$ cat src/hw/rtl/bssc_pkg.sv
// Package for the six-step back-EMF commutator: word types, codes and lookup tables.
`default_nettype none

package bssc_pkg;

    // Request codes carried in req_type
    localparam logic [1:0] REQ_SAMPLE = 2'd0;
    localparam logic [1:0] REQ_TICK   = 2'd1;
    localparam logic [1:0] REQ_START  = 2'd2;

    // Configuration register indexes
    localparam logic CFG_DIRECTION    = 1'b0;
    localparam logic CFG_DELAY_PRESET = 1'b1;

    localparam int CFG_DATA_W = 6;

    localparam logic [7:0] INTERVAL_CLAMP  = 8'd40;
    localparam logic [7:0] START_INTERVAL  = 8'd50;
    localparam logic [7:0] INTERVAL_MAX    = 8'd255;
    localparam logic [5:0] LEVEL_MAX       = 6'd63;
    localparam logic [5:0] DELAY_PRESET_RST = 6'd8;

    typedef struct packed {
        logic [1:0] req_type;
        logic [2:0] bemf_bits;
        logic [2:0] start_position;
    } in_word_t;

    typedef struct packed {
        logic [2:0] bridge_step;
        logic       commutated;
        logic [2:0] sector;
        logic [5:0] delay_level;
        logic       start_fault;
    } out_word_t;

    function automatic logic [2:0] pos_to_sector(input logic [2:0] pos);
        logic [2:0] r;
        case (pos)
            3'd1: r = 3'd1;
            3'd2: r = 3'd2;
            3'd3: r = 3'd4;
            3'd4: r = 3'd5;
            3'd5: r = 3'd6;
            3'd6: r = 3'd3;
            default: r = 3'd0;
        endcase
        return r;
    endfunction

    function automatic logic [2:0] start_key(input logic dir, input logic [2:0] pos);
        logic [2:0] r;
        case (pos)
            3'd1: r = dir ? 3'd6 : 3'd1;
            3'd2: r = 3'd3;
            3'd3: r = 3'd5;
            3'd4: r = 3'd5;
            3'd5: r = 3'd6;
            3'd6: r = 3'd3;
            default: r = 3'd0;
        endcase
        return r;
    endfunction

    function automatic logic [2:0] key_to_index(input logic [2:0] key);
        logic [2:0] r;
        case (key)
            3'd1: r = 3'd1;
            3'd2: r = 3'd5;
            3'd3: r = 3'd4;
            3'd4: r = 3'd6;
            3'd5: r = 3'd2;
            3'd6: r = 3'd3;
            default: r = 3'd0;
        endcase
        return r;
    endfunction

    function automatic logic [2:0] fwd_step(input logic [2:0] idx);
        logic [2:0] r;
        case (idx)
            3'd1: r = 3'd1;
            3'd2: r = 3'd6;
            3'd3: r = 3'd5;
            3'd4: r = 3'd2;
            3'd5: r = 3'd4;
            3'd6: r = 3'd3;
            default: r = 3'd0;
        endcase
        return r;
    endfunction

    function automatic logic [2:0] rev_step(input logic [2:0] idx);
        logic [2:0] r;
        case (idx)
            3'd1: r = 3'd5;
            3'd2: r = 3'd4;
            3'd3: r = 3'd1;
            3'd4: r = 3'd3;
            3'd5: r = 3'd6;
            3'd6: r = 3'd2;
            default: r = 3'd0;
        endcase
        return r;
    endfunction

    function automatic logic [2:0] bridge_for(input logic dir, input logic [2:0] key);
        logic [2:0] idx;
        idx = key_to_index(key);
        return dir ? rev_step(idx) : fwd_step(idx);
    endfunction

    // Comparator phase watched in each sector
    function automatic logic [2:0] edge_mask(input logic dir, input logic [2:0] sec);
        logic [2:0] r;
        case (sec)
            3'd1: r = dir ? 3'h4 : 3'h2;
            3'd2: r = dir ? 3'h2 : 3'h4;
            3'd3: r = 3'h1;
            3'd4: r = dir ? 3'h4 : 3'h2;
            3'd5: r = dir ? 3'h2 : 3'h4;
            3'd6: r = 3'h1;
            default: r = 3'h0;
        endcase
        return r;
    endfunction

    // Level the watched phase must show for the edge to count
    function automatic logic [2:0] edge_want(input logic dir, input logic [2:0] sec);
        logic [2:0] r;
        case (sec)
            3'd2: r = dir ? 3'h2 : 3'h4;
            3'd4: r = dir ? 3'h4 : 3'h2;
            3'd6: r = 3'h1;
            default: r = 3'h0;
        endcase
        return r;
    endfunction

endpackage

`default_nettype wire

$ cat src/hw/rtl/bssc_core.sv
// Commutation state, configuration registers and per-word next-state logic.
`default_nettype none

module bssc_core #(
    parameter logic [7:0] INTERVAL_CLAMP = bssc_pkg::INTERVAL_CLAMP
) (
    input  wire logic                              aclk,
    input  wire logic                              aresetn,
    input  wire logic                              cfg_wr_en,
    input  wire logic                              cfg_addr,
    input  wire logic [bssc_pkg::CFG_DATA_W-1:0]   cfg_wdata,
    input  wire logic                              item_valid,
    input  wire bssc_pkg::in_word_t                item,
    output bssc_pkg::out_word_t                    result
);
    import bssc_pkg::*;

    logic       direction_reg;
    logic [5:0] delay_preset_reg;

    logic [2:0] sector_reg,   sector_next;
    logic [7:0] interval_reg, interval_next;
    logic [5:0] tracked_reg,  tracked_next;
    logic [2:0] step_reg,     step_next;
    logic [5:0] level_reg,    level_next;

    logic       commutated;
    logic       fault;
    logic [2:0] start_sector;
    logic [7:0] clamped;
    logic [6:0] half;
    logic [2:0] mask;
    logic [2:0] want;

    always_ff @(posedge aclk) begin
        if (!aresetn) begin
            direction_reg    <= 1'b0;
            delay_preset_reg <= DELAY_PRESET_RST;
        end else if (cfg_wr_en) begin
            case (cfg_addr)
                CFG_DIRECTION:    direction_reg    <= cfg_wdata[0];
                CFG_DELAY_PRESET: delay_preset_reg <= cfg_wdata;
                default: ;
            endcase
        end
    end

    always_comb begin
        sector_next   = sector_reg;
        interval_next = interval_reg;
        tracked_next  = tracked_reg;
        step_next     = step_reg;
        level_next    = level_reg;
        commutated    = 1'b0;
        fault         = 1'b0;

        start_sector = pos_to_sector(item.start_position);
        clamped      = (interval_reg > INTERVAL_CLAMP) ? INTERVAL_CLAMP : interval_reg;
        half         = clamped[7:1];
        mask         = edge_mask(direction_reg, sector_reg);
        want         = edge_want(direction_reg, sector_reg);

        case (item.req_type)
            REQ_START: begin
                if (start_sector != 3'd0) begin
                    sector_next   = start_sector;
                    interval_next = START_INTERVAL;
                    tracked_next  = delay_preset_reg;
                    level_next    = delay_preset_reg;
                    step_next     = bridge_for(direction_reg,
                                        start_key(direction_reg, item.start_position));
                    commutated    = 1'b1;
                end else begin
                    sector_next = 3'd0;
                    step_next   = 3'd0;
                    fault       = 1'b1;
                end
            end
            REQ_TICK: begin
                if (interval_reg != INTERVAL_MAX) begin
                    interval_next = interval_reg + 8'd1;
                end
            end
            REQ_SAMPLE: begin
                if (sector_reg != 3'd0 && sector_reg != 3'd7
                        && (item.bemf_bits & mask) == want) begin
                    sector_next   = (sector_reg == 3'd6) ? 3'd1 : sector_reg + 3'd1;
                    step_next     = bridge_for(direction_reg, sector_reg);
                    interval_next = 8'd0;
                    commutated    = 1'b1;
                    // one step toward half the clamped interval
                    if ({1'b0, tracked_reg} < half && tracked_reg < LEVEL_MAX) begin
                        tracked_next = tracked_reg + 6'd1;
                    end else if ({1'b0, tracked_reg} > half && tracked_reg > 6'd1) begin
                        tracked_next = tracked_reg - 6'd1;
                    end
                    level_next = tracked_next;
                end
            end
            default: ;
        endcase

        result.bridge_step = step_next;
        result.commutated  = commutated;
        result.sector      = sector_next;
        result.delay_level = level_next;
        result.start_fault = fault;
    end

    always_ff @(posedge aclk) begin
        if (!aresetn) begin
            sector_reg   <= 3'd0;
            interval_reg <= 8'd0;
            tracked_reg  <= 6'd0;
            step_reg     <= 3'd0;
            level_reg    <= 6'd0;
        end else if (item_valid) begin
            sector_reg   <= sector_next;
            interval_reg <= interval_next;
            tracked_reg  <= tracked_next;
            step_reg     <= step_next;
            level_reg    <= level_next;
        end
    end

endmodule

`default_nettype wire

$ cat src/hw/rtl/bemf_six_step_commutator_unit.sv
// Top level of the sensorless six-step back-EMF commutator with output skid buffer.
//
//  channel   direction  handshake          payload
//  s_        in         s_valid/s_ready    s_data  (req_type, bemf_bits, start_position)
//  m_        out        m_valid/m_ready    m_data  (bridge_step, commutated, sector,
//                                                   delay_level, start_fault)
//  cfg_      in         cfg_wr_en          cfg_addr, cfg_wdata (no wait, no read-back)
//
// One word per cycle while s_ready is high: each word is decoded against the state
// registers when accepted; its result lands on that edge in the output or skid register.
// A two-entry output buffer (output register plus skid register) lets input keep
// flowing while a result waits; s_ready drops only when both entries are full.
// Reset (aresetn low at a clock edge) stops the motor state and empties the buffer.
`default_nettype none

module bemf_six_step_commutator_unit #(
    parameter logic [7:0] INTERVAL_CLAMP = bssc_pkg::INTERVAL_CLAMP
) (
    input  wire logic                              aclk,
    input  wire logic                              aresetn,
    input  wire logic                              cfg_wr_en,
    input  wire logic                              cfg_addr,
    input  wire logic [bssc_pkg::CFG_DATA_W-1:0]   cfg_wdata,
    input  wire logic                              s_valid,
    output logic                                   s_ready,
    input  wire bssc_pkg::in_word_t                s_data,
    output logic                                   m_valid,
    input  wire logic                              m_ready,
    output bssc_pkg::out_word_t                    m_data
);
    import bssc_pkg::*;

    logic      accept;
    logic      pop;
    out_word_t core_result;

    logic      main_valid_reg;
    logic      skid_valid_reg;
    out_word_t main_reg;
    out_word_t skid_reg;

    assign s_ready = !skid_valid_reg;
    assign accept  = s_valid && s_ready;
    assign m_valid = main_valid_reg;
    assign m_data  = main_reg;
    assign pop     = main_valid_reg && m_ready;

    bssc_core #(
        .INTERVAL_CLAMP (INTERVAL_CLAMP)
    ) u_core (
        .aclk       (aclk),
        .aresetn    (aresetn),
        .cfg_wr_en  (cfg_wr_en),
        .cfg_addr   (cfg_addr),
        .cfg_wdata  (cfg_wdata),
        .item_valid (accept),
        .item       (s_data),
        .result     (core_result)
    );

    always_ff @(posedge aclk) begin
        if (!aresetn) begin
            main_valid_reg <= 1'b0;
            skid_valid_reg <= 1'b0;
        end else begin
            if (accept) begin
                if (!main_valid_reg || pop) begin
                    // skid is empty whenever a word is taken
                    main_valid_reg <= 1'b1;
                end else begin
                    skid_valid_reg <= 1'b1;
                end
            end else if (pop) begin
                if (skid_valid_reg) begin
                    skid_valid_reg <= 1'b0;
                end else begin
                    main_valid_reg <= 1'b0;
                end
            end
        end
    end

    always_ff @(posedge aclk) begin
        if (accept) begin
            if (!main_valid_reg || pop) begin
                main_reg <= core_result;
            end else begin
                skid_reg <= core_result;
            end
        end else if (pop && skid_valid_reg) begin
            main_reg <= skid_reg;
        end
    end

endmodule

`default_nettype wire
$ cat config.mk
export PLATFORM = sky130hd
export DESIGN_NAME = bemf_six_step_commutator_unit
export DESIGN_NICKNAME = d
export VERILOG_FILES = /design/src/hw/rtl/bssc_pkg.sv /design/src/hw/rtl/bssc_core.sv /design/src/hw/rtl/bemf_six_step_commutator_unit.sv
export SDC_FILE = /design/constraint.sdc
export NUM_CORES = 1
export LEC_CHECK = 0
export BUFFER_PORTS_ARGS = -buffer_cell sky130_fd_sc_hd__buf_4
export CAP_MARGIN = 5
export CELL_PAD_IN_SITES_DETAIL_PLACEMENT = 1
export CELL_PAD_IN_SITES_GLOBAL_PLACEMENT = 1
export CORE_MARGIN = 2
export CORE_UTILIZATION = 45
export DETAILED_ROUTE_END_ITERATION = 10
export PLACE_DENSITY_LB_ADDON = 0.1
export SLEW_MARGIN = 5
export SYNTH_ARGS = -nofsm -noshare
export SYNTH_HDL_FRONTEND = slang
export SYNTH_HIERARCHICAL = 1
export SYNTH_SLANG_ARGS = --single-unit
$ cat constraint.sdc
create_clock -name aclk -period 3.8 [get_ports aclk]
set_input_delay 0 -clock aclk [delete_from_list [all_inputs] [get_ports aclk]]
set_output_delay 0 -clock aclk [all_outputs]
set_load 0.02 [all_outputs]
==> flow_summary.yaml, run 1 <==
floorplanning:
  rows: 33
  die_h_um: 95.7
  coreArea_um2: 8180
  die_x_um: 95.7
  die_area_um2: 9160
  start_util: 0.463
  pin_count: 36
sta:
  worst_slack_ns: 0.212
  finalSetupViolations: 0
  rsz0062_at_grt: "yes"
  hold_viol: 0
  holdWs_ns: 0.0242
  period_needed_ns: 3.59
  slew_headroom: 0.246
  worst_slew_pin_slew_ns: 1.13
  fin_skew_ns: 0.0104
  slew_viol_final: 0
  clock.fmax_mhz: 279
  finalCritPeriodShare: 0.944
worst_setup_path:
  crit_path_end: "m_data[4]"
  crit_arrival_ns: 3.69
  critPathLaunch: "u_core/interval_reg[0]"
  crit_type: "reg2reg"
  r2r-start: "u_core/interval_reg[0]"
  reg2reg_depth: 15
  timing.rr.end: "m_data[4]"
  cp_common_cell: "nand2_1"
  crit_path_cell_trace: "inv_1 -> ha_1 -> nand2b_1 -> a21o_1 -> a211oi_4 -> nand2_1 -> ha_1 -> nand2_1 -> a211o_1 -> a21oi_4 -> mux2i_2 -> xnor2_1 -> a22oi_1 -> nand2_1 -> mux2_4"
  crit_slowest_cell: "a211o_1"
  rrSetupSlack_ns: 0.21
  critPathMaxFanout: 7
  cp-start-kind: "flip-flop"
  crit_path_end_kind: "flip-flop"
  cp_data_required_time_ns: 3.90
  crit_path_max_incr_delay_ns: 0.34
cells_and_area:
  layout.nets: 492
  antenna_cells: 0
  layout-drive-gt1-share: 0.193
  final_util: 0.548
  syn_to_final_growth_pct: 18.4
  final_area_um2: 4480
  fillers: 979
clock_network:
  post_cts_buffers: 0
  clkTransAtPathRegs_ns: 0.08
  cts_buffers: 9
  cts_tree: "yes"
  clk_latency_ns: 0.35
  clockRootBuffer: "clkbuf_8"
  cts.sinks: 63
  clk_path_buf_depth: 2
  h-tree-depth: 3
grt:
  first_global_vias: 3376
  grt_overflow: 0
  grt_pass1_wl_um: 17200
  antenna_found_initial: 0
  grt_usage: 0.244
  grt_max_degree: 21
placement:
  place_area_um2: 4060
  io_buffers: 35
  place_ws_ns: -0.00381
  gp_congestion: 0.907
  hpwl_um: 7430
route:
  drtIter0Drc: 159
  wl_um: 10800
  final_antenna_net_count: 0
  vias: 3390
  drcViolationCount: 0
  firstDrtPassIters: 4
  vias_per_cell: 5.94
  avgRoutedWirePerCell_um: 18.8
pwr:
  seqPwrFrac: 0.434
  power_w: 0.00181
  power_frac_comb: 0.195
  p_clk_frac: 0.371
  power.switching_w: 0.000518
  peakVddDrop_mv: 0.190
  p_leak_nw: 1.69
  p_sw_frac: 0.287
  p_int_w: 0.00129
  cellPowerDensity_nw_per_um2: 404
min_path:
  hp-class: "in2reg"
synthesis:
  synthTopCellsByArea: "edfxtp_1, dfxtp_1, nand2_1, a21oi_1, nor2_1"
  yosys.area.top_type: "edfxtp_1"
  ys.flop_type: "dfxtp_1"
  postSynthCellCount: 423
  yosysSeqAreaShare: 0.407
  ys_types: 70
  synth_edf_count: 28
  postSynthAreaPerCell_um2: 8.95
  yosysTopAreaCellShare: 0.222
  syn-cell-area_um2: 3780
  ys_seq_elements: 63
  yosysWarnings: 6
  synth_nets: 454
  async_flop_share: 0
outcome:
  outcome: "complete, no violations"
flow_run:
  maxCapViolCount: 0
-- power groups by stage --
stage / clock, W / combinational (W) / sequential (W)
after floorplan: 0 / 0.000219 / 0.000808
after global placement: 0 / 0.000317 / 0.000798
after detailed placement: 0 / 0.000330 / 0.000801
after CTS: 0.000685 / 0.000345 / 0.000785
after global routing: 0.000707 / 0.000387 / 0.000790
final: 0.000671 / 0.000353 / 0.000785
-- synthesized netlist by cell type (all sizes together) (4+ instances only) --
cell and n:
a221oi 4, nor3 6, or3 9, dfxtp 35
nor2 38, ha 11, nand2 53, o21ai 21
inv 19, mux2i 4, nand3 19, clkbuf 15
xnor2 5, mux2 16, and2 5, a21o 4
buf 10, a22oi 4, a21oi 30, o31ai 4
a31oi 4, o21bai 4, edfxtp 28, o22ai 6
a211oi 10, nand2b 8
-- how the worst min path moves through the flow --
stage                             from  cells after the start  slack [ns]                          to
final                          aresetn                      2        0.02       u_core/tracked_reg[1]
after global routing           aresetn                      2        0.02        u_core/sector_reg[0]
after CTS                      aresetn                      2        0.01       u_core/tracked_reg[1]
after detailed placement  cfg_wdata[3]                      3        0.24  u_core/delay_preset_reg[3]
after global placement    cfg_wdata[3]                      3        0.24  u_core/delay_preset_reg[3]
after floorplan                aresetn                      2        0.14              skid_valid_reg
-- critical path, delay by kind of cell (launching register included) --
kind / cells / cell delay (ns)
mux: 2 / 0.61
fa+ha+maj: 2 / 0.42
xor+xnor: 1 / 0.16
flops: 1 / 0.33
buf+inv: 1 / 0.09
compound gates: 5 / 1.38
simple gates: 4 / 0.35
-- metrics by stage --
stage | cells | setup TNS [ns]
after floorplan | 423 | 0
after global placement | 540 | 0
after detailed placement | 540 | -0.00482
after CTS | 571 | 0
after global routing | 571 | -0.0648
final | 571 | 0
-- repair_timing --
item	CTS	global route
gates resized for setup	1	7
pin swaps	0	2
hold buffers	15	0
endpoints found under the setup margin	4	6
endpoints found under the hold margin	9	0
-- layout by cell type (no fill, tap or decap), drive strengths merged, types with 4 or more instances in the layout --
| master | n |
|---|---|
| dlygate4sd3 | 15 |
| nand2 | 53 |
| nand2b | 8 |
| and2 | 5 |
| xnor2 | 5 |
| ha | 11 |
| a21oi | 30 |
| edfxtp | 28 |
| a22oi | 4 |
| a21o | 4 |
| or3 | 9 |
| nor3 | 6 |
| o21bai | 4 |
| a31oi | 4 |
| a211oi | 10 |
| o21ai | 21 |
| clkbuf | 10 |
| mux2 | 16 |
| mux2i | 4 |
| nand3 | 19 |
| buf | 37 |
| inv | 20 |
| o31ai | 4 |
| a221oi | 4 |
| nor2 | 38 |
| o22ai | 6 |
| dfxtp | 35 |
-- cell families (layout without fill, tap and decap cells) --
logic type                 after synthesis  after routing  synth area share
AOI/OAI and AO/OA                      121            121             0.222
xor gates and xnor gates                 7              7            0.0162
adders and majority gates               11             11            0.0364
buffers and inverters                   45             88            0.0562
DFF                                     63             63             0.407
muxes                                   20             20            0.0651
other                                    1              1          0.000991
and+or+nand+nor                        155            155             0.195
-- routing by layer --
layer  track usage  vias to the layer above  routed length (um)
li1              -                     1625                   -
met1         0.308                     1668                4820
met3        0.0501                       12                 453
met2         0.420                       85                5310
met5             0                        -                   0
met4        0.0762                        0                 172
-- cell type report --
type,count,area (um^2),area share
inverters,20,75.1,0.0167
clock inverters,6,91.3,0.0204
repair buffers,52,428,0.0955
clock buffers,10,138,0.0307
flip-flops and latches,63,1540,0.344
multi-input cells,315,2080,0.464
well taps,105,131,0.0293
Power figures use the tool's default switching activity.
==> inputs of run 2 (changes only) <==
--- a/config.mk
+++ b/config.mk
@@ -13,6 +13,7 @@
 export CORE_UTILIZATION = 45
 export DETAILED_ROUTE_END_ITERATION = 10
 export PLACE_DENSITY_LB_ADDON = 0.1
+export REMOVE_ABC_BUFFERS = 1
 export SLEW_MARGIN = 5
 export SYNTH_ARGS = -nofsm -noshare
 export SYNTH_HDL_FRONTEND = slang
==> run 2 against run 1 <==
  * Routed wire length increased by 0.57%
  * Die area stayed put
  * Combinational power grew 5%
  * Flip-flop and latch count unchanged
  * Power rose by 0.54%
  * Final cell count grew 0.70%
  * Global-route usage decreased by 0.40 points
  * Critical path depth unchanged
  * Worst hold slack got worse by 0.0039 ns
  * Critical path type unchanged
  * Critical endpoint is now m_data[1]
==> flow_summary.yaml, run 2 (same netlist as run 1, synthesis figures left out) <==
outcome:
  outcome: "complete, no violations"
route:
  drtIter0Drc: 120
  vias: 3409
  final_antenna_net_count: 0
  vias_per_cell: 5.93
  avgRoutedWirePerCell_um: 18.8
  wl_um: 10800
  firstDrtPassIters: 4
  drcViolationCount: 0
sta:
  worst_slew_pin_slew_ns: 1.11
  setup_tns_ns: 0
  finalSetupViolations: 0
  period_needed_ns: 3.59
  finalCritPeriodShare: 0.945
  clock.fmax_mhz: 279
  hold_viol: 0
  slew_viol_final: 0
  slew_headroom: 0.256
  fin_skew_ns: 0.00830
placement:
  io_buffers: 35
  gp_congestion: 0.873
  dp_cells: 540
  hpwl_um: 7430
worst_setup_path:
  rrSetupSlack_ns: 0.21
  timing.rr.end: "m_data[1]"
  crit_type: "reg2reg"
  r2r-start: "u_core/interval_reg[0]"
  cp_data_required_time_ns: 3.89
  crit_arrival_ns: 3.68
  reg2reg_depth: 15
  critPathMaxFanout: 7
  crit_path_end_kind: "flip-flop"
  cp-start-kind: "flip-flop"
grt:
  antenna_found_initial: 0
  grt_usage: 0.240
  grt_pass1_wl_um: 17100
  grt_overflow: 0
  first_global_vias: 3316
  grt_max_degree: 21
pwr:
  p_leak_nw: 1.72
  power_frac_comb: 0.203
  power_w: 0.00182
  cellPowerDensity_nw_per_um2: 399
  p_sw_frac: 0.295
  p_clk_frac: 0.364
  seqPwrFrac: 0.433
  peakVddDrop_mv: 0.197
  p_int_w: 0.00128
  power.switching_w: 0.000536
cells_and_area:
  fin_cells: 575
  final_cell_mix: "nand2_1, buf_4, nor2_1"
  layout-drive-gt1-share: 0.213
  layout.nets: 496
  final_common_cell: "nand2_1"
  syn_to_final_growth_pct: 20.3
  antenna_cells: 0
floorplanning:
  start_util: 0.463
  pin_count: 36
  coreArea_um2: 8180
  die_x_um: 95.7
  rows: 33
  die_h_um: 95.7
  die_area_um2: 9160
clock_network:
  clkTransAtPathRegs_ns: 0.08
  cts.sinks: 63
  cts_tree: "yes"
  cts_buffers: 9
  h-tree-depth: 3
  clockRootBuffer: "clkbuf_8"
  clk_path_buf_depth: 2
  clk_latency_ns: 0.34
flow_run:
  maxCapViolCount: 0
min_path:
  hold_start: "aresetn"
  worstHoldPathCells: 2
  hold_end: "u_core/tracked_reg[1]"
  hp-class: "in2reg"
## run 2: changes by cell type in the layout (fill, tap and decap cells not counted), sizes merged
cell / previous run / this run
clkinv: 1 / 3
clkbuf: 10 / 9
buf: 37 / 42
dlygate4sd3: 15 / 14
clkinvlp: 3 / 2
## run 2: cell type report
type,count,area [um^2]
Inverter,20,75.1
Clock buffer,9,124
Multi-Input combinational cell,315,2130
Tap cell,105,131
Clock inverter,7,96.3
Sequential cell,63,1540
Timing Repair Buffer,56,455
Fill cell,952,3620
## run 2: worst max-delay path by stage
stage | startpoint | endpoint | depth (start not counted)
finish | u_core/interval_reg[0] | m_data[1] | 15
global route | u_core/interval_reg[1] | m_data[1] | 15
CTS | u_core/interval_reg[0] | m_data[3] | 15
detailed placement | u_core/interval_reg[0] | m_data[3] | 15
global placement | u_core/interval_reg[0] | m_data[5] | 15
floorplan | u_core/interval_reg[0] | m_data[5] | 15
## run 2: metal layers
metal  wire length, um  part of all wire  global-route usage  vias to the layer above
li1                  -                 -                   -                     1626
met3               433             0.040              0.0337                       18
met1              4760              0.44               0.323                     1700
met2              5470              0.51               0.403                       65
met5                 0                 0                   0                        -
met4               152             0.014              0.0690                        0
## run 2: power groups by stage
stage	registers [W]	clock network [W]	logic [W]
after global placement	0.000798	0	0.000318
after global routing	0.000792	0.000700	0.000405
after floorplan	0.000813	0	0.000193
after CTS	0.000786	0.000671	0.000344
after detailed placement	0.000801	0	0.000329
final	0.000787	0.000662	0.000370
## run 2: worst max-delay path, stage by stage (launching register included)
cell      delay [ns]
dfxtp_1         0.34
inv_2           0.08
ha_1            0.14
nand2b_1        0.06
a21o_1          0.20
a211oi_4        0.25
nand2_1         0.10
ha_1            0.30
nand2b_1        0.06
a211o_1         0.34
a21oi_4         0.39
a21bo_2         0.24
xnor2_1         0.09
a222oi_1        0.37
inv_1           0.10
mux2_4          0.28
## run 2: what timing repair did
action	CTS	global route
gates resized for setup	1	17
buffers inserted	0	5
hold endpoints to repair	7	0
hold buffers	14	0
pin swaps	0	5
setup endpoints to repair	2	8
## run 2: through the flow
step / hold WS (ns) / instance area, um^2 / util / setup slack (ns)
floorplan: 0.0718 / 3650 / - / 0.393
finish: 0.0203 / 4550 / 0.557 / 0.210
global route: 0.00477 / 4550 / 0.557 / -0.0156
detailed placement: 0.270 / 4060 / 0.497 / -0.0153
global placement: 0.248 / 4060 / 0.497 / 0.153
CTS: 0.00132 / 4430 / 0.542 / 0.00905
